[config.mk]
export PLATFORM = sky130hd
export DESIGN_NAME = plis_front
export DESIGN_NICKNAME = d
export VERILOG_FILES = /design/src/rtl/core/plis_pkg.sv /design/src/rtl/core/plis_front.sv
export SDC_FILE = /design/constraint.sdc
export NUM_CORES = 1
export LEC_CHECK = 0
export BUFFER_PORTS_ARGS = -buffer_cell sky130_fd_sc_hd__clkbuf_2
export CORE_ASPECT_RATIO = 0.75
export CORE_MARGIN = 8
export CORE_UTILIZATION = 20
export DETAILED_ROUTE_END_ITERATION = 8
export MAX_ROUTING_LAYER = met4
export PLACE_DENSITY_LB_ADDON = 0.2
export SYNTH_ARGS = -nofsm -noshare
export SYNTH_HDL_FRONTEND = slang
export SYNTH_SLANG_ARGS = --single-unit
[constraint.sdc]
create_clock -name vclk -period 0.8
set_input_delay 0.04 -clock vclk [all_inputs]
set_output_delay 0.04 -clock vclk [all_outputs]
set_load 0.005 [all_outputs]
[src/rtl/core/plis_pkg.sv]
// ----------------------------------------------------------------------------
// plis_pkg
// Shared types and constants for the playlist line index and shuffle table.
// ----------------------------------------------------------------------------
`default_nettype none

package plis_pkg;

  // Item operation codes as they arrive on the input channel
  localparam logic [1:0] OP_CLEAR   = 2'd0;
  localparam logic [1:0] OP_BYTE    = 2'd1;
  localparam logic [1:0] OP_SHUFFLE = 2'd2;
  localparam logic [1:0] OP_ADVANCE = 2'd3;

  // Text characters of interest
  localparam logic [7:0] CH_LF   = 8'h0A;
  localparam logic [7:0] CH_CR   = 8'h0D;
  localparam logic [7:0] CH_HASH = 8'h23;

  // Field widths fixed by the interface
  localparam int unsigned OFFSET_W = 32;
  localparam int unsigned COUNT_W  = 11;
  localparam int unsigned RAND_W   = 31;
  localparam int unsigned STEPS_W  = 10;
  localparam int unsigned DVD_W    = 32;

  // Depth of the queue between front and back
  localparam int unsigned QUEUE_DEPTH = 2;

  typedef enum logic [1:0] {
    CMD_CLEAR,
    CMD_BYTE,
    CMD_SHUFFLE,
    CMD_ADVANCE
  } cmd_kind_t;

  typedef enum logic [1:0] {
    BC_BREAK,
    BC_HASH,
    BC_OTHER
  } byte_cls_t;

  typedef enum logic [1:0] {
    ST_OK    = 2'd0,
    ST_FULL  = 2'd1,
    ST_EMPTY = 2'd2
  } status_t;

  typedef enum logic [3:0] {
    BS_IDLE,
    BS_DIV_SHUF,
    BS_RD_CAND,
    BS_RD_SWAP,
    BS_WR_CAND,
    BS_WR_SWAP,
    BS_DIV_ADV,
    BS_RD_ADV,
    BS_OUT_ADV
  } back_state_t;

  // Classified item as it travels through the queue
  typedef struct packed {
    cmd_kind_t           kind;
    byte_cls_t           cls;
    logic [RAND_W-1:0]   random_word;
    logic [STEPS_W-1:0]  steps;
  } cmd_t;

endpackage

`default_nettype wire

[src/rtl/core/plis_front.sv]
// ----------------------------------------------------------------------------
// plis_front
// Accepts items from the command port and classifies them for the back end.
// ----------------------------------------------------------------------------
`default_nettype none

module plis_front (
  input  wire logic                          start,
  input  wire logic                          q_full,
  input  wire logic [1:0]                    in_op,
  input  wire logic [7:0]                    in_text_byte,
  input  wire logic [plis_pkg::RAND_W-1:0]   in_random_word,
  input  wire logic [plis_pkg::STEPS_W-1:0]  in_steps,
  output logic                               push,
  output plis_pkg::cmd_t                     cmd
);

  // Accept an item whenever the queue has room
  assign push = start && !q_full;

  // Decode the operation and the character class of the byte
  always_comb begin
    cmd.random_word = in_random_word;
    cmd.steps       = in_steps;
    unique case (in_op)
      plis_pkg::OP_CLEAR:   cmd.kind = plis_pkg::CMD_CLEAR;
      plis_pkg::OP_BYTE:    cmd.kind = plis_pkg::CMD_BYTE;
      plis_pkg::OP_SHUFFLE: cmd.kind = plis_pkg::CMD_SHUFFLE;
      plis_pkg::OP_ADVANCE: cmd.kind = plis_pkg::CMD_ADVANCE;
      default:              cmd.kind = plis_pkg::CMD_CLEAR;
    endcase
    unique case (in_text_byte) inside
      plis_pkg::CH_LF, plis_pkg::CH_CR: cmd.cls = plis_pkg::BC_BREAK;
      plis_pkg::CH_HASH:                cmd.cls = plis_pkg::BC_HASH;
      default:                          cmd.cls = plis_pkg::BC_OTHER;
    endcase
  end

endmodule

`default_nettype wire

==> results by group <==
Status
  • Outcome: complete, but fails checks
  • Failing checks: negative setup slack

Floorplan
  • Die W: 66.8 microns
  • Core Footprint: 1770 sq um
  • # rows: 13
  • Initial core utilization: 0.218
  • Die area: 3610 sq um
  • Ports: 99
  • Die H: 54.1 microns

Detailed routing
  • Drc violations: 0
  • Routed vias: 165
  • WL per Instance: 12.2 microns
  • Pre-Repair DR Iteration Count: 1
  • Drt initial violations: 0
  • Vias per cell: 3.75
  • Post-route antenna net violation count: 0
  • DRT Wirelength: 535 microns

Timing
  • Setup WS post-layout: -0.0414 ns
  • Fmax achieved: 1190 MHz
  • Final-report setup violation count: 1
  • Post-layout min period: 0.841 ns
  • RSZ-0062 raised after global routing: yes
  • Final worst path period share: 1.05
  • Worst relative slew slack: 0.866
  • Worst slew pin tran: 0.200 ns
  • Fin. Hold Viols: 0
  • Fin. max-slew vios: 0
  • WHS: 0.0800 ns

Power
  • VDD IR-drop max: 50.6 uV
  • Power Density: 302 nW/um^2
  • Final Power: 57.1 uW
  • LEAKAGE: 0.0000863 uW

Placement
  • RePlAce Congestion: 0.675
  • I/O Buffers: 13
  • DP Area: 164 sq um

Clocking
  • Post-CTS Setup Inserts: 0
  • Hold buffer count at CTS: 0

Final layout
  • # clk buffers: 0
  • Final #Nets: 77
  • Fillers: 200
  • Ant. Diodes: 0
  • Register area: 0 sq um
  • Layout cell share with drive strength beyond 1: 0.682
  • Final Cell Area: 189 sq um
  • Layout Utilization: 0.107
  • Layout area overhead: -51.1%
  • Number of flip-flops and latches: 0

Critical path
  • Crit. End Element: output pin
  • Kind of critical path: in -> out
  • CP top delay family: compound AO/OA/AOI/OAI gates
  • Slowest-stage cell, CP: and4bb_2
  • Worst Path Max Fanout: 3
  • Worst stage delay on the critical path: 0.21 ns
  • Startpoint Class: input port
  • Cells along the critical path: buf_6 -> and4bb_2 -> o21a_1 -> o21ai_1 -> buf_2
  • CP Buf/Inv Count: 2
  • Worst EP arrival: 0.80 ns
  • Worst endpoint required time: 0.76 ns

Synth
  • Synthesis Warnings: 0
  • Mapped Area: 387 sq um
  • Syn_nets: 105
  • Post-Synthesis Cells: 52
  • Distinct cell type count after synthesis: 11
  • Sequential-to-total area share from yosys stat: 0
  • Average size of a mapped cell: 7.44 sq um

Global route
  • Total GRT Usage: 0.0234
  • Gr ovfl total: 0
  • Largest net degree at the start of global routing: 4
  • Vias in the first global route: 170
  • Initial antenna violation count: 0
  • First-pass GRT wire length: 724 microns

Run
  • MaxCap Viol Count: 0

Hold path
  • Worst hold path class: in -> out
-- layout by cell type, fill, tap and decap left out --
cell	n
and3_2	1
and4bb_1	1
and4bb_2	1
buf_2	1
buf_6	4
clkbuf_2	8
nand4bb_1	1
nor2_1	1
nor2b_1	1
nor3_1	1
o21a_1	1
o21ai_1	1
-- layer usage --
layer / vias up / wire length, microns / global-route usage
li1: 63 / - / -
met2: 12 / 297 / 0.0349
met5: - / 0 / -
met1: 84 / 140 / 0.0185
met3: 6 / 83 / 0.0186
met4: 0 / 13 / 0.0212
-- per-stage QoR --
stage                     setup WS, ns  instances  setup TNS [ns]
after floorplan                  0.207         52               0
after global placement         -0.0367         44         -0.0367
after detailed placement       -0.0256         44         -0.0256
after CTS                      -0.0151         44         -0.0151
after global routing           -0.0817         44         -0.0817
final                          -0.0414         44         -0.0414
-- layout make-up --
| class | count | area (sq um) | area share |
|---|---|---|---|
| Timing Repair Buffer | 13 | 90.1 | 0.477 |
| Multi-Input combinational cell | 9 | 71.3 | 0.377 |
| Tap cell | 22 | 27.5 | 0.146 |
-- report_power, final --
group | leakage, uW | switching (uW) | internal (uW)
combinational | 0.0000863 | 16.4 | 40.7
clock | 0 | 0 | 0
sequential | 0 | 0 | 0
-- Yosys cell counts --
master,instances,share of area
and3_2,1,0.019
and4bb_1,1,0.032
and4bb_2,1,0.032
buf_4,41,0.80
clkbuf_1,2,0.019
nand4bb_1,1,0.029
nor2_1,1,0.0097
nor2b_1,1,0.016
nor3_1,1,0.013
o21a_1,1,0.019
o21ai_1,1,0.013
-- logic make-up after synthesis --
family,Yosys count,share of synthesized area
buffers and inverters,43,0.816
AOI/OAI and AO/OA,2,0.0324
and+or+nand+nor,7,0.152
-- what timing repair did --
item / 4_1_cts / 5_1_grt
pin swaps: 2 / 4
resized for setup: 0 / 5
setup endpoints to repair: 1 / 1
-- path summary, 6_finish.rpt --
kind              endpoint  depth (start not counted)               start
setup / recovery   cmd[42]                          5     in_text_byte[3]
hold / removal     cmd[25]                          0  in_random_word[15]
No activity file was read; power rests on OpenSTA's default activity.
