<file path="config.mk">
export PLATFORM = sky130hd
export DESIGN_NAME = plis_div
export DESIGN_NICKNAME = d
export VERILOG_FILES = /design/src/rtl/core/plis_pkg.sv /design/src/rtl/core/plis_div.sv
export SDC_FILE = /design/constraint.sdc
export NUM_CORES = 1
export LEC_CHECK = 0
export ABC_AREA = 1
export BUFFER_PORTS_ARGS = -buffer_cell sky130_fd_sc_hd__buf_4
export CORE_UTILIZATION = 55
export DETAILED_ROUTE_END_ITERATION = 6
export HOLD_SLACK_MARGIN = 0.15
export PLACE_DENSITY = 0.86
export SETUP_SLACK_MARGIN = 0.2
export SLEW_MARGIN = 10
export SYNTH_ARGS = -nofsm -noshare
export SYNTH_HDL_FRONTEND = slang
export SYNTH_SLANG_ARGS = --single-unit
</file>
<file path="constraint.sdc">
create_clock -name clk -period 2 [get_ports clk]
set_input_delay 0.1 -clock clk [delete_from_list [all_inputs] [get_ports clk]]
set_output_delay 0.1 -clock clk [all_outputs]
set_load 0.005 [all_outputs]
</file>
<file path="src/rtl/core/plis_pkg.sv">
// ----------------------------------------------------------------------------
// plis_pkg
// Shared types and constants for the playlist line index and shuffle table.
// ----------------------------------------------------------------------------
`default_nettype none

package plis_pkg;

  // Item operation codes as they arrive on the input channel
  localparam logic [1:0] OP_CLEAR   = 2'd0;
  localparam logic [1:0] OP_BYTE    = 2'd1;
  localparam logic [1:0] OP_SHUFFLE = 2'd2;
  localparam logic [1:0] OP_ADVANCE = 2'd3;

  // Text characters of interest
  localparam logic [7:0] CH_LF   = 8'h0A;
  localparam logic [7:0] CH_CR   = 8'h0D;
  localparam logic [7:0] CH_HASH = 8'h23;

  // Field widths fixed by the interface
  localparam int unsigned OFFSET_W = 32;
  localparam int unsigned COUNT_W  = 11;
  localparam int unsigned RAND_W   = 31;
  localparam int unsigned STEPS_W  = 10;
  localparam int unsigned DVD_W    = 32;

  // Depth of the queue between front and back
  localparam int unsigned QUEUE_DEPTH = 2;

  typedef enum logic [1:0] {
    CMD_CLEAR,
    CMD_BYTE,
    CMD_SHUFFLE,
    CMD_ADVANCE
  } cmd_kind_t;

  typedef enum logic [1:0] {
    BC_BREAK,
    BC_HASH,
    BC_OTHER
  } byte_cls_t;

  typedef enum logic [1:0] {
    ST_OK    = 2'd0,
    ST_FULL  = 2'd1,
    ST_EMPTY = 2'd2
  } status_t;

  typedef enum logic [3:0] {
    BS_IDLE,
    BS_DIV_SHUF,
    BS_RD_CAND,
    BS_RD_SWAP,
    BS_WR_CAND,
    BS_WR_SWAP,
    BS_DIV_ADV,
    BS_RD_ADV,
    BS_OUT_ADV
  } back_state_t;

  // Classified item as it travels through the queue
  typedef struct packed {
    cmd_kind_t           kind;
    byte_cls_t           cls;
    logic [RAND_W-1:0]   random_word;
    logic [STEPS_W-1:0]  steps;
  } cmd_t;

endpackage

`default_nettype wire

</file>
<file path="src/rtl/core/plis_div.sv">
// ----------------------------------------------------------------------------
// plis_div
// Bit-serial restoring remainder unit: one dividend bit per cycle.
// ----------------------------------------------------------------------------
`default_nettype none

module plis_div #(
  parameter int unsigned DIVISOR_W = 11
) (
  input  wire logic                        clk,
  input  wire logic                        rst_n,
  input  wire logic                        start,
  input  wire logic [plis_pkg::DVD_W-1:0]  dividend,
  input  wire logic [DIVISOR_W-1:0]        divisor,
  output logic                             done,
  output logic [DIVISOR_W-1:0]             rem
);

  localparam int unsigned STEP_W = $clog2(plis_pkg::DVD_W + 1);

  logic [plis_pkg::DVD_W-1:0] dvd_r, dvd_nxt;
  logic [DIVISOR_W-1:0]       div_r, div_nxt;
  logic [DIVISOR_W-1:0]       rem_r, rem_nxt;
  logic [STEP_W-1:0]          step_r, step_nxt;
  logic                       done_r, done_nxt;
  logic [DIVISOR_W:0]         trial;
  logic [DIVISOR_W:0]         diff;

  assign trial = {rem_r, dvd_r[plis_pkg::DVD_W-1]};
  assign diff  = trial - {1'b0, div_r};

  // Shift in one dividend bit and subtract when it fits
  always_comb begin
    dvd_nxt  = dvd_r;
    div_nxt  = div_r;
    rem_nxt  = rem_r;
    step_nxt = step_r;
    done_nxt = 1'b0;
    if (start) begin
      dvd_nxt  = dividend;
      div_nxt  = divisor;
      rem_nxt  = '0;
      step_nxt = STEP_W'(plis_pkg::DVD_W);
    end else if (step_r != '0) begin
      dvd_nxt  = {dvd_r[plis_pkg::DVD_W-2:0], 1'b0};
      rem_nxt  = (trial >= {1'b0, div_r}) ? diff[DIVISOR_W-1:0] : trial[DIVISOR_W-1:0];
      step_nxt = step_r - 1'b1;
      done_nxt = (step_r == STEP_W'(1));
    end
  end

  always_ff @(posedge clk) begin
    if (!rst_n) begin
      step_r <= '0;
      done_r <= 1'b0;
    end else begin
      step_r <= step_nxt;
      done_r <= done_nxt;
    end
  end

  always_ff @(posedge clk) begin
    dvd_r <= dvd_nxt;
    div_r <= div_nxt;
    rem_r <= rem_nxt;
  end

  assign done = done_r;
  assign rem  = rem_r;

endmodule

`default_nettype wire

</file>
==> qor.txt <==
Synth Area in Compound Gates: 0.0359
Core area: 5920 um^2
Synth Area in XOR/XNOR: 0.00777
DR vias/cell: 5.20
Fin crit share: 0.911
Most frequent CP cell: nand2_2
PD cells: 1190 nW/um^2
Max Fclk: 0.549 GHz
Clk_skew: 0.0101 ns
Port bufs: 57
Final-layout fill cell count: 390
Cell Rows: 28
Seq/Total Area, Yosys: 0.488
Die width: 80.4 um
Initial Utilization: 0.571
Status: completed
Post-synth EDFFs: 43
Clk pin slew, worst setup/hold paths: 0.07 ns
Post-synthesis mux area share: 0
Clock root buffer: clkbuf_8
Count of final setup violators: 0
MaxCap Viol Count: 0
# IOs: 58
Worst hold-check path type: input pin to register
Largest net degree at the start of global routing: 46
Slew HR: 0.676
# diodes: 0
Avg Cell Area, Syn: 8.25 um^2
Post-route cell area: 4600 um^2
Worst Path Arrival: 2.11 ns
Post-Synthesis Cell Area: 3380 um^2
CTS Sinks: 61
Initial antenna violation count: 0
Commonest non-fill, non-tap cell in the layout: nand2_1
Most frequent cells in the layout: nand2_1 (160), buf_4 (73), inv_1 (53)
Unrepaired setup endpoints after global routing: true
Fin Setup TNS: 0 ns
Final HPWL DP: 5080 um
Delay of the slowest critical-path stage: 0.39 ns
Hold Vio Cnt, Final: 0
Final WS setup: 0.177 ns
CTS Buf Count: 9
Drt wl/cell: 14.5 um
Leakage power: 0.00233 uW
Post-Synth Simple-Gate Area: 0.314
Area growth from synthesis to layout: 36.0%
Slowest-stage cell, CP: edfxtp_1
Global-route wire length before repair: 14000 um
Dominant synthesized flop cell: edfxtp_1
Initial detailed-routing violation count: 188
Worst-path cell chain: ha_2 -> fa_2 -> inv_2 -> nand2_2 -> nand2_2 -> nand2_2 -> nand2_2 -> nand2_4 -> buf_4 -> nand4_2 -> nand2_1 -> inv_2 -> nand2_1 -> nand2_1
Grt ovf: 0
Placed inst area: 3860 um^2
Post-synth top area share: 0.382
Routability Congestion: 0.892
Synth Area in Adders: 0.0540
Slew @ Worst Pin: 0.486 ns
Fin. max-slew vios: 0
Number of global-route vias before repair: 3142
Post-Place Setup Slack: 0.0202 ns
Fin nets: 587
Drt first pass iters: 4
Syn nets: 470
CP required: 2.28 ns
Post-synthesis async set-or-reset flop share: 0
Post-layout min period: 1.82 ns
H-Tree Depth: 3
Share of layout cells above drive strength 1: 0.254
Gr usage total: 0.295
CTS tree: done
Die height: 80.4 um
Die area: 6470 um^2
Yosys warning count: 0
Crit. End Element: register
Drt drc: 0
Synth Instances: 410
DRT antenna net count: 0
WS Path Type: register to register
Synth unique cells: 32
Top post-synthesis cells by area: edfxtp_1 (38%), nand2_1 (18%), dfxtp_1 (11%)
CP max FO: 5
Largest family of logic cells by synthesized area: simple AND/OR/NAND/NOR gates
Clock tree buffer depth: 2
Cell taking the most area after synthesis: edfxtp_1
DR vias: 3155
Total Power: 5490 uW
DRT Wirelength: 8800 um
Crit start category: register
Worst-Skew Late Latency: 0.34 ns
Hold slack: 0.208 ns
Seq cells post-synth: 61
Peak VDD IR: 0.000651 V
-- sequential cells by signal (all words and copies together) (netlist names) --
name and flops:
div_r 11, done 1, dvd_r 32, rem 11, step_r 6
-- critical path, delay by kind of cell, from the launching register on --
kind	cells	cell delay (ns)
buffers and inverters	3	0.28
and+or+nand+nor	9	0.53
DFF	1	0.39
adders and majority gates	2	0.56
-- report_power, final --
part | total, uW | internal (uW) | switching (uW)
Sequential | 1880 | 1700 | 181
Combinational | 2650 | 1130 | 1520
Clock | 958 | 473 | 485
-- logic make-up after synthesis --
group | Yosys count
adders and majority gates | 14
buffers and inverters | 75
AOI/OAI and AO/OA | 21
and+or+nand+nor | 236
DFF | 61
xor gates and xnor gates | 3
-- worst paths after layout --
check                         startpoint                endpoint  slack (ns)  cells after the start
hold reg to reg   step_r[5]$_SDFFE_PN0P_  step_r[5]$_SDFFE_PN0P_        0.48                      2
setup / recovery      div_r[0]$_DFFE_PP_     rem[9]$_SDFFE_PP0P_        0.18                     14
setup reg to reg      div_r[0]$_DFFE_PP_     rem[9]$_SDFFE_PP0P_        0.18                     14
hold / removal                     start     rem[8]$_SDFFE_PP0P_        0.21                      5
-- metrics by stage --
step	instances	util
floorplan	410	-
global placement	537	0.652
detailed placement	537	0.652
CTS	607	0.776
global route	607	0.777
finish	607	0.777
-- area by class of cell --
type / count / area [um^2] / share of cell area
Clock inverter: 5 / 26.3 / 0.00571
Sequential cell: 61 / 1650 / 0.359
Timing Repair Buffer: 118 / 1000 / 0.217
Clock buffer: 11 / 141 / 0.0307
Multi-Input combinational cell: 275 / 1450 / 0.315
Tap cell: 75 / 93.8 / 0.0204
Inverter: 62 / 238 / 0.0517
-- layer usage --
metal,vias to the layer above,share of wire,global-route usage
met4,0,0.027,0.143
met5,-,0,0
li1,1535,-,-
met1,1487,0.39,0.323
met3,27,0.050,0.0591
met2,106,0.53,0.537
-- cells in the mapped netlist, types with 4 or more instances --
cell type and number:
nand2_1 165, inv_1 55, edfxtp_1 43, nand3_1 19, dfxtp_1 18, ha_1 13
nand4_1 13, nand2_2 11, a21oi_1 10, nor2_1 10, inv_2 7, nand3_2 7
clkbuf_1 6, buf_6 4, o21ai_0 4, o21ai_1 4
-- timing repair --
action	CTS	global route
buffers inserted	9	0
cloned	1	0
endpoints found under the setup margin	43	43
endpoints found under the hold margin	45	0
gates resized for setup	12	4
pin swaps	6	6
hold buffers	44	0
No activity file was read; power rests on OpenSTA's default activity.
