==> src/rtl/core/plis_pkg.sv <==
// ----------------------------------------------------------------------------
// plis_pkg
// Shared types and constants for the playlist line index and shuffle table.
// ----------------------------------------------------------------------------
`default_nettype none

package plis_pkg;

  // Item operation codes as they arrive on the input channel
  localparam logic [1:0] OP_CLEAR   = 2'd0;
  localparam logic [1:0] OP_BYTE    = 2'd1;
  localparam logic [1:0] OP_SHUFFLE = 2'd2;
  localparam logic [1:0] OP_ADVANCE = 2'd3;

  // Text characters of interest
  localparam logic [7:0] CH_LF   = 8'h0A;
  localparam logic [7:0] CH_CR   = 8'h0D;
  localparam logic [7:0] CH_HASH = 8'h23;

  // Field widths fixed by the interface
  localparam int unsigned OFFSET_W = 32;
  localparam int unsigned COUNT_W  = 11;
  localparam int unsigned RAND_W   = 31;
  localparam int unsigned STEPS_W  = 10;
  localparam int unsigned DVD_W    = 32;

  // Depth of the queue between front and back
  localparam int unsigned QUEUE_DEPTH = 2;

  typedef enum logic [1:0] {
    CMD_CLEAR,
    CMD_BYTE,
    CMD_SHUFFLE,
    CMD_ADVANCE
  } cmd_kind_t;

  typedef enum logic [1:0] {
    BC_BREAK,
    BC_HASH,
    BC_OTHER
  } byte_cls_t;

  typedef enum logic [1:0] {
    ST_OK    = 2'd0,
    ST_FULL  = 2'd1,
    ST_EMPTY = 2'd2
  } status_t;

  typedef enum logic [3:0] {
    BS_IDLE,
    BS_DIV_SHUF,
    BS_RD_CAND,
    BS_RD_SWAP,
    BS_WR_CAND,
    BS_WR_SWAP,
    BS_DIV_ADV,
    BS_RD_ADV,
    BS_OUT_ADV
  } back_state_t;

  // Classified item as it travels through the queue
  typedef struct packed {
    cmd_kind_t           kind;
    byte_cls_t           cls;
    logic [RAND_W-1:0]   random_word;
    logic [STEPS_W-1:0]  steps;
  } cmd_t;

endpackage

`default_nettype wire

==> src/rtl/core/plis_queue.sv <==
// ----------------------------------------------------------------------------
// plis_queue
// Short in-order queue of classified items between front and back.
// ----------------------------------------------------------------------------
`default_nettype none

module plis_queue (
  input  wire logic             clk,
  input  wire logic             rst_n,
  input  wire logic             push,
  input  plis_pkg::cmd_t        push_data,
  output logic                  full,
  input  wire logic             pop,
  output plis_pkg::cmd_t        head,
  output logic                  empty
);

  localparam int unsigned PTR_W = $clog2(plis_pkg::QUEUE_DEPTH);
  localparam int unsigned CNT_W = $clog2(plis_pkg::QUEUE_DEPTH + 1);

  plis_pkg::cmd_t   slot_r [plis_pkg::QUEUE_DEPTH];
  logic [PTR_W-1:0] wr_ptr_r, wr_ptr_nxt;
  logic [PTR_W-1:0] rd_ptr_r, rd_ptr_nxt;
  logic [CNT_W-1:0] cnt_r, cnt_nxt;

  assign full  = (cnt_r == CNT_W'(plis_pkg::QUEUE_DEPTH));
  assign empty = (cnt_r == '0);
  assign head  = slot_r[rd_ptr_r];

  // Advance pointers and fill count
  always_comb begin
    wr_ptr_nxt = wr_ptr_r;
    rd_ptr_nxt = rd_ptr_r;
    cnt_nxt    = cnt_r;
    if (push) begin
      wr_ptr_nxt = (wr_ptr_r == PTR_W'(plis_pkg::QUEUE_DEPTH - 1)) ? '0
                                                                   : wr_ptr_r + 1'b1;
    end
    if (pop) begin
      rd_ptr_nxt = (rd_ptr_r == PTR_W'(plis_pkg::QUEUE_DEPTH - 1)) ? '0
                                                                   : rd_ptr_r + 1'b1;
    end
    if (push && !pop) begin
      cnt_nxt = cnt_r + 1'b1;
    end else if (pop && !push) begin
      cnt_nxt = cnt_r - 1'b1;
    end
  end

  always_ff @(posedge clk) begin
    if (!rst_n) begin
      wr_ptr_r <= '0;
      rd_ptr_r <= '0;
      cnt_r    <= '0;
    end else begin
      wr_ptr_r <= wr_ptr_nxt;
      rd_ptr_r <= rd_ptr_nxt;
      cnt_r    <= cnt_nxt;
    end
  end

  // Store the pushed item
  always_ff @(posedge clk) begin
    if (push) begin
      slot_r[wr_ptr_r] <= push_data;
    end
  end

endmodule

`default_nettype wire

==> config.mk <==
export PLATFORM = sky130hd
export DESIGN_NAME = plis_queue
export DESIGN_NICKNAME = d
export VERILOG_FILES = /design/src/rtl/core/plis_pkg.sv /design/src/rtl/core/plis_queue.sv
export SDC_FILE = /design/constraint.sdc
export NUM_CORES = 1
export LEC_CHECK = 0
export ABC_CLOCK_PERIOD_IN_PS = 3600
export CAP_MARGIN = 20
export CORE_AREA = 2 2 65 92
export CTS_BUF_LIST = sky130_fd_sc_hd__clkbuf_2
export DETAILED_ROUTE_END_ITERATION = 16
export DIE_AREA = 0 0 67 94
export DONT_BUFFER_PORTS = 1
export GPL_TIMING_DRIVEN = 1
export PLACE_DENSITY = 0.81
export SLEW_MARGIN = 10
export SYNTH_ARGS = -nofsm -noshare
export SYNTH_HDL_FRONTEND = slang
export SYNTH_SLANG_ARGS = --single-unit
==> constraint.sdc <==
create_clock -name clk -period 3.6 [get_ports clk]
set_input_delay 0.36 -clock clk [delete_from_list [all_inputs] [get_ports clk]]
set_output_delay 0.36 -clock clk [all_outputs]
set_load 0.02 [all_outputs]
==> metrics.txt, run 1 <==
run status=completed; most area-consuming cells after synthesis=edfxtp_1 (78%), mux2_2 (15%), dfxtp_1 (2.9%); delay contributed by the slowest stage of the critical path=1040 ps; Detailed Route Iter0 Violations=133; pre-CTS setup slack=1727 ps; first drt pass iteration count=4; post-route insts no fill=288; count of endpoints failing hold in the final timing report=0; diodes inserted=0; final net count=265; Die Outline Area=0.006298 mm^2; cell family with the largest share of critical-path delay=flip-flops; I/O Buffers=0; vias after detailed routing=1596; endpoint arrival time on the critical path=2010 ps; count of cell types in the netlist=17; Core Area=0.005445 mm^2; post-cts gate resize count=0; CP Capture Type=output port; Synth warnings=0; setup tns final=0 ps; Antenna Violating Nets Remaining=0; setup repair bufs after CTS=0; CTS max path bufs=2; routability congestion estimate=0.6239; area of all placed cells without fillers=0.004079 mm^2; fraction of final layout cells with drive strength greater than 1=29.09%; fill count=324; cts hold-fix bufs=46; I/O pins=96; crit path buf inv count=0; clock root buffer=clkbuf_2; most frequent cell after synthesis=edfxtp_1; Inst Count DP=226; top achievable clock speed=422.3 MHz; H-tree lvl count=3; post-synth top area share=77.70%; placed standard-cell area=0.003531 mm^2; share of flip-flops with an asynchronous set or reset after synthesis=0%; post-detailed-route wirelength per cell=19.13 um; Mapped Cells=162; post-DR vias/cell=5.542; highest fanout seen on the critical path=45; worst min path class=in -> reg; later-pin clock latency in the skew report=480 ps; start-to-end type of the worst setup path=reg -> out; final number of setup-violating endpoints=0; Final period util=65.78%; Remaining Overflow, GRT=0; slowest stage cell, crit path=dfxtp_2; max-cap check violation count=0; x dimension of the die=67 um; number of enable flip-flop cells after synthesis=90; number of sinks on the clock net=95; number of CTS-inserted buffers=9; total area of multi-input combinational cells=630.6 um^2; final setup skew=30.27 ps; initial antenna violation count=0; post-synthesis cell area=0.003478 mm^2; final routed DRC violation total=0; global-route wire length before repair=7907 um; Total Wirelength=5508 um; Rel. slew slack=29.18%; Syn Nets=212; hold slack final=104.3 ps; estimated wirelength of the detail-placed design=3277 um; Seq/Total Area, Yosys=80.58%; Startpoint Class=register; Slew Viols, Final=0; cell taking the most area after synthesis=edfxtp_1; area growth from synthesis to layout=17.27%; CTS clock-pin slew for the worst setup and hold paths=200 ps; Final WS setup=1232 ps; top_reg_cell synth=edfxtp_1; Synth top cells by count=edfxtp_1 (90), mux2_2 (45), dfxtp_1 (5); Max rail drop VDD=343.1 uV; leakage=1.372 nW; mean area per synthesized cell=21.47 um^2; maximum number of pins on one net before global-route repair=46; vias in the first global route=1688; total routing usage reported by global routing=17.86%; initial core utilization=63.88%; Cell Pwr Density=477.8 mW/mm^2; Die Ht=94 um; area taken by flip-flops and latches=0.002804 mm^2; number of storage elements in the synthesis netlist=95; clock tree from TritonCTS=yes; cell breakdown of the critical path=mux2_2; RSZ-0062 raised after global routing=false; Min Clock Period, post-route=2368 ps; required arrival time at the worst endpoint=3240 ps; Worst-Margin Slew=1062 ps; cell row count=32
[registers in the layout, indices dropped and copies added, names as in the netlist, named ones only]
name / cells
wr_ptr_r: 1
rd_ptr_r: 1
slot_r: 90
cnt_r: 2
[area by class of cell]
| type | instances | share of cell area, % |
|---|---|---|
| tap | 68 | 2.086 |
| clock inverter | 6 | 0.9202 |
| timing repair buffer | 47 | 11.47 |
| inverter | 1 | 0.09202 |
| sequential | 95 | 68.74 |
| clock buffer | 10 | 1.227 |
| multi-input combinational | 61 | 15.46 |
[routing by layer]
metal | vias up | share of wire, % | track usage, %
met4 | 0 | 1.1 | 6.633
met5 | - | 0 | 0
li1 | 738 | - | -
met3 | 6 | 6.6 | 5.396
met2 | 61 | 56 | 32.51
met1 | 791 | 36 | 18.83
[per-stage QoR]
stage,power (mW),util [%]
2_1_floorplan,1.508,-
3_3_place_gp,1.520,64.84
3_5_place_dp,1.530,64.84
4_1_cts,1.967,74.91
5_1_grt,2.034,74.91
6_report,1.949,74.91
[layout by cell type, fill, tap and decap left out, types with 2 or more instances in the layout]
cell type      netlist  routed
edfxtp_1            90      90
dlygate4sd3_1        0      46
mux2_2              45      45
clkbuf_2             0      10
dfxtp_1              5       4
and2_1               4       3
xor2_1               2       2
clkinv_4             0       2
clkinv_1             0       2
[worst paths after layout]
check	start	to	slack, ps	cells after the start
worst max-delay path	register	head[30]	1230	1
worst min-delay path	pop	register	100	2
worst min register to register	cnt_r[1]$_SDFFE_PN0P_	cnt_r[1]$_SDFFE_PN0P_	550	2
worst max register to register	wr_ptr_r$_SDFFE_PN0P_	slot_r[1][32]$_DFFE_PP_	1910	1
[logic make-up after synthesis]
kind of cell / synth area share [%]
simple gates: 1.619
buf+inv: 1.546
flops: 80.58
xor+xnor: 0.7555
mux: 14.57
compound gates: 0.5756
fa+ha+maj: 0.3597
[power by group]
| part | switching, mW | internal (mW) | total (mW) | leakage, nW |
|---|---|---|---|---|
| sequential | 0.0352 | 1.27 | 1.31 | 0.887 |
| combinational | 0.140 | 0.103 | 0.242 | 0.428 |
| clock | 0.306 | 0.0910 | 0.397 | 0.0570 |
Note: power is estimated with default switching activity, not from simulation.
==> inputs of run 2 (changes only) <==
--- a/config.mk
+++ b/config.mk
@@ -5,12 +5,13 @@
 export SDC_FILE = /design/constraint.sdc
 export NUM_CORES = 1
 export LEC_CHECK = 0
-export ABC_CLOCK_PERIOD_IN_PS = 3600
+export ABC_AREA = 1
+export ABC_CLOCK_PERIOD_IN_PS = 2340
 export CAP_MARGIN = 20
-export CORE_AREA = 2 2 65 92
+export CORE_AREA = 2 2 67 95
 export CTS_BUF_LIST = sky130_fd_sc_hd__clkbuf_2
 export DETAILED_ROUTE_END_ITERATION = 16
-export DIE_AREA = 0 0 67 94
+export DIE_AREA = 0 0 69 97
 export DONT_BUFFER_PORTS = 1
 export GPL_TIMING_DRIVEN = 1
 export PLACE_DENSITY = 0.81
==> constraint.sdc (replaced) <==
create_clock -name clk -period 2.34 [get_ports clk]
set_input_delay 0.234 -clock clk [delete_from_list [all_inputs] [get_ports clk]]
set_output_delay 0.234 -clock clk [all_outputs]
set_load 0.02 [all_outputs]
==> metrics.txt, run 2 <==
grt met1 use=18.20%; Internal=2.507 mW; total routing usage reported by global routing=20.88%; CTS max path bufs=2; placed standard-cell area=0.003739 mm^2; CP Capture Type=output port; Max rail drop VDD=532.2 uV; first drt pass iteration count=4; required arrival time at the worst endpoint=2110 ps; Synth warnings=0; Min Clock Period, post-route=1997 ps; leakage=1.610 nW; diodes inserted=0; most area-consuming cells after synthesis=edfxtp_1 (73%), mux2_4 (16%), dfxtp_1 (2.7%); number of storage elements in the synthesis netlist=95; area taken by flip-flops and latches=0.002804 mm^2; global-route wire length before repair=10080 um; portion of total power attributed to the clock network=27.0%; Core Area=0.005781 mm^2; x dimension of the die=69 um; area of all placed cells without fillers=0.004359 mm^2; post-route insts no fill=308; number of enable flip-flop cells after synthesis=90; Detailed Route Iter0 Violations=116; Syn Nets=225; final routed DRC violation total=0; area growth from synthesis to layout=18.50%; grt peak-use layer=met2; final setup skew=21.38 ps; Largest regs=slot_r: 90 flops, cnt_r: 2 flops; clock root buffer=clkbuf_2; Sequential Power Share=60.0%; start-to-end type of the worst setup path=reg -> out; post-DR vias/cell=5.643; count of endpoints failing hold in the final timing report=0; worst min path class=in -> reg; met2 Resource Use GR=39.05%; maximum number of pins on one net before global-route repair=26; CTS clock-pin slew for the worst setup and hold paths=230 ps; final number of setup-violating endpoints=0; final core occ=75.41%; number of sinks on the clock net=95; met3 capacity usage during global routing=6.771%; most frequent standard cell in the layout excluding fill and tap cells=edfxtp_1; run status=completed; final net count=283; Die Ht=97 um; endpoint arrival time on the critical path=1760 ps; routability congestion estimate=0.8298; Slew Viols, Final=0; estimated wirelength of the detail-placed design=3944 um; Power Total=3.321 mW; max-cap check violation count=0; Startpoint Class=register; Inst Count DP=244; vias after detailed routing=1738; vias in the first global route=1934; I/O pins=96; highest fanout seen on the critical path=25; switching power=814.7 uW; cell taking the most area after synthesis=edfxtp_1; share of flip-flops with an asynchronous set or reset after synthesis=0%; initial core utilization=63.64%; number of CTS-inserted buffers=9; initial antenna violation count=0; setup repair bufs after CTS=0; Logic pwr share=13.0%; setup tns final=0 ps; number of flip-flops in the largest register=90; Final period util=85.35%; post-cts gate resize count=0; Mapped Cells=175; Antenna Violating Nets Remaining=0; cell row count=33; post-synthesis cell area=0.003679 mm^2; Seq/Total Area, Yosys=76.19%; fraction of power spent switching nets=24.53%; Remaining Overflow, GRT=0; post-detailed-route wirelength per cell=21.50 um; register with the highest flop count=slot_r; mean area per synthesized cell=21.02 um^2; top achievable clock speed=500.7 MHz; most frequent cells in the layout=edfxtp_1 (90), dlygate4sd3_1 (48), mux2_4 (40); Die Outline Area=0.006693 mm^2; post-synth top area share=73.47%; count of cell types in the netlist=14; Rel. slew slack=57.84%; RSZ-0062 raised after global routing=false; top_reg_cell synth=edfxtp_1; Synth top cells by count=edfxtp_1 (90), mux2_4 (40), nor2_1 (9); most frequent cell after synthesis=edfxtp_1; total area of multi-input combinational cells=762.0 um^2; Cell Pwr Density=761.9 mW/mm^2; clock tree from TritonCTS=yes; later-pin clock latency in the skew report=550 ps; fill count=337; Worst-Margin Slew=630.9 ps; I/O Buffers=0; H-tree lvl count=3; fraction of final layout cells with drive strength greater than 1=28.57%; Total Wirelength=6623 um
## run 2: cell types whose count changed after synthesis, moves of 2 or more
cell     previous run  this run
mux2_2             45         5
mux2_4              0        40
nand2_1             0         8
nor2_1              1         9
inv_1               1         8
and2_1              4         0
buf_12              0         4
buf_6               4         1
nor2b_1             2         0
xor2_1              2         0
## run 2: stage by stage
step | setup slack [ps] | hold WS, ps
after detailed placement | 883.6 | 332.9
after global routing | 237.6 | 34.87
final | 342.7 | 67.16
after floorplan | 419.4 | 332.9
after CTS | 316.6 | 38.04
after global placement | 931.9 | 332.9
## run 2: metal layers
layer / vias up / wire [um] / share of wire (%)
li1: 779 / - / -
met3: 25 / 430 / 6.5
met5: - / 0 / 0
met2: 83 / 3830 / 58
met1: 851 / 2099 / 32
met4: 0 / 263 / 4.0
## run 2: worst paths after layout
check | startpoint | to | slack, ps | cells after the start
max reg2reg | wr_ptr_r$_SDFFE_PN0P_ | slot_r[0][29]$_DFFE_PP_ | 880 | 2
min | push | slot_r[0][27]$_DFFE_PP_ | 70 | 2
max | register | head[31] | 340 | 2
min reg2reg | rd_ptr_r$_SDFFE_PN0P_ | register | 550 | 3
## run 2: logic make-up (layout without fill, tap and decap cells)
logic type	Yosys count	after routing	share of synthesized area [%]
simple gates	19	19	2.041
buf+inv	13	76	3.299
compound gates	2	2	0.2718
fa+ha+maj	1	1	0.3401
mux	45	45	17.86
flops	95	95	76.19
## run 2: area by class of cell
class                           instances  share of cell area [%]
Sequential cell                        95                   64.32
Clock inverter                          7                   2.181
Inverter                                8                  0.6889
Clock buffer                            9                   1.033
Multi-Input combinational cell         67                   17.48
Tap cell                               70                   2.009
Timing Repair Buffer                   52                   12.28
## run 2: power by group through the flow
stage	combinational (mW)	sequential (mW)	clock, mW
final	0.431	1.99	0.897
after global placement	0.342	2.02	0
after global routing	0.454	2.00	0.980
after floorplan	0.323	2.02	0
after CTS	0.431	1.99	0.899
after detailed placement	0.353	2.03	0
## run 2: timing repair
action                                 CTS  global route
endpoints found under the hold margin   95             0
hold buffers                            48             0
setup endpoints to repair                0             0
## run 2: critical path, cell delays in order, from the launching register on
cell and delay (ps):
dfxtp_2 380, buf_4 380, mux2_2 450
==> inputs of run 3 (changes only) <==
--- a/config.mk
+++ b/config.mk
@@ -8,10 +8,10 @@
 export ABC_AREA = 1
 export ABC_CLOCK_PERIOD_IN_PS = 2340
 export CAP_MARGIN = 20
-export CORE_AREA = 2 2 67 95
+export CORE_AREA = 2 2 79 81
 export CTS_BUF_LIST = sky130_fd_sc_hd__clkbuf_2
 export DETAILED_ROUTE_END_ITERATION = 16
-export DIE_AREA = 0 0 69 97
+export DIE_AREA = 0 0 81 83
 export DONT_BUFFER_PORTS = 1
 export GPL_TIMING_DRIVEN = 1
 export PLACE_DENSITY = 0.81
==> metrics.txt, run 3 (synthesis results as in run 2) <==
run status=completed; clock tree from TritonCTS=yes; global-route wire length before repair=9266 um; Power Total=3.395 mW; I/O Buffers=0; vias in the first global route=1789; CP Capture Type=output port; cell row count=28; number of flip-flops in the largest register=90; setup tns final=0 ps; hold slack final=101.1 ps; endpoint arrival time on the critical path=1830 ps; CTS clock-pin slew for the worst setup and hold paths=240 ps; vias after detailed routing=1699; total routing usage reported by global routing=19.30%; count of endpoints failing hold in the final timing report=0; fraction of power spent switching nets=22.81%; Logic pwr share=12.7%; Remaining Overflow, GRT=0; Rel. slew slack=53.81%; Cell Pwr Density=766.9 mW/mm^2; Die Ht=83 um; area of all placed cells without fillers=0.004427 mm^2; Slew Viols, Final=0; highest fanout seen on the critical path=14; number of CTS-inserted buffers=9; Core Area=0.005816 mm^2; final core occ=76.12%; portion of total power attributed to the clock network=28.5%; final number of setup-violating endpoints=0; reg2reg path depth=5; fraction of final layout cells with drive strength greater than 1=28.22%; CTS max path bufs=2; Min Clock Period, post-route=2066 ps; initial antenna violation count=0; Sequential Power Share=58.9%; RSZ-0062 raised after global routing=false; later-pin clock latency in the skew report=520 ps; Worst-Margin Slew=691.2 ps; post-DR vias/cell=5.377; switching power=774.3 uW; Startpoint Class=register; first drt pass iteration count=4; most frequent standard cell in the layout excluding fill and tap cells=edfxtp_1; fill count=331; final setup skew=18.65 ps; register with the highest flop count=slot_r; estimated wirelength of the detail-placed design=3780 um; Die Outline Area=0.006723 mm^2; Detailed Route Iter0 Violations=124; final net count=286; number of cells traversed by the worst hold path=2; Final period util=88.29%; leakage=1.640 nW; start-to-end type of the worst setup path=reg -> out; post-cts gate resize count=0; I/O pins=96; Internal=2.621 mW; area growth from synthesis to layout=20.34%; placed standard-cell area=0.003757 mm^2; top achievable clock speed=484.0 MHz; Antenna Violating Nets Remaining=0; worst min path class=in -> reg; number of sinks on the clock net=95; Largest regs=slot_r: 90 flops, cnt_r: 2 flops; post-detailed-route wirelength per cell=19.77 um; max-cap check violation count=0; initial core utilization=63.25%; x dimension of the die=81 um; maximum number of pins on one net before global-route repair=26; clock root buffer=clkbuf_2; routability congestion estimate=0.7645; final routed DRC violation total=0; H-tree lvl count=3; Max rail drop VDD=492.9 uV; most frequent cells in the layout=edfxtp_1 (90), dlygate4sd3_1 (51), mux2_4 (40); Total Wirelength=6247 um; required arrival time at the worst endpoint=2110 ps; diodes inserted=0
## run 3: critical path: stages, from the launching register on
cell and delay (ps):
dfxtp_2 630, buf_4 330, mux2_4 370
## run 3: timing repair
| item | CTS | global route |
|---|---|---|
| setup buffers | 0 | 0 |
| hold buffers | 51 | 0 |
| endpoints found under the hold margin | 95 | 0 |
## run 3: area by class of cell
cell class	count	area, um^2	area share, %
Clock buffer	10	50.05	1.131
Clock inverter	6	108.9	2.459
Inverter	8	30.03	0.6783
Multi-Input combinational cell	67	762.0	17.21
Sequential cell	95	2804	63.34
Tap cell	75	93.84	2.120
Timing Repair Buffer	55	578.1	13.06
## run 3: layer usage
layer / vias to the layer above / GRT usage [%] / part of all wire, %
met2: 69 / 35.16 / 56
met4: 0 / 5.701 / 1.3
met1: 834 / 20.55 / 36
met3: 9 / 6.739 / 6.3
met5: - / 0 / 0
li1: 787 / - / -
## run 3: stage by stage
stage                     std cells  setup slack, ps
after global routing            316            119.3
after CTS                       316            238.8
after global placement          249            860.1
after detailed placement        249            829.3
after floorplan                 175            419.4
final                           316            274.1
## run 3: path summary, 6_finish.rpt
| check | slack (ps) | end | start |
|---|---|---|---|
| worst max-delay path | 270 | head[18] | register |
| worst min-delay path | 100 | slot_r[0][9]$_DFFE_PP_ | push |
| worst max register to register | 470 | wr_ptr_r$_SDFFE_PN0P_ | wr_ptr_r$_SDFFE_PN0P_ |
| worst min register to register | 560 | rd_ptr_r$_SDFFE_PN0P_ | rd_ptr_r$_SDFFE_PN0P_ |
## run 3: power groups by stage
| stage | Combinational [mW] | Clock (mW) | Sequential, mW |
|---|---|---|---|
| 3_3_place_gp | 0.339 | 0 | 2.03 |
| 2_1_floorplan | 0.323 | 0 | 2.02 |
| 5_1_grt | 0.453 | 1.05 | 2.01 |
| 6_report | 0.430 | 0.967 | 2.00 |
| 4_1_cts | 0.431 | 0.972 | 2.00 |
| 3_5_place_dp | 0.347 | 0 | 2.04 |
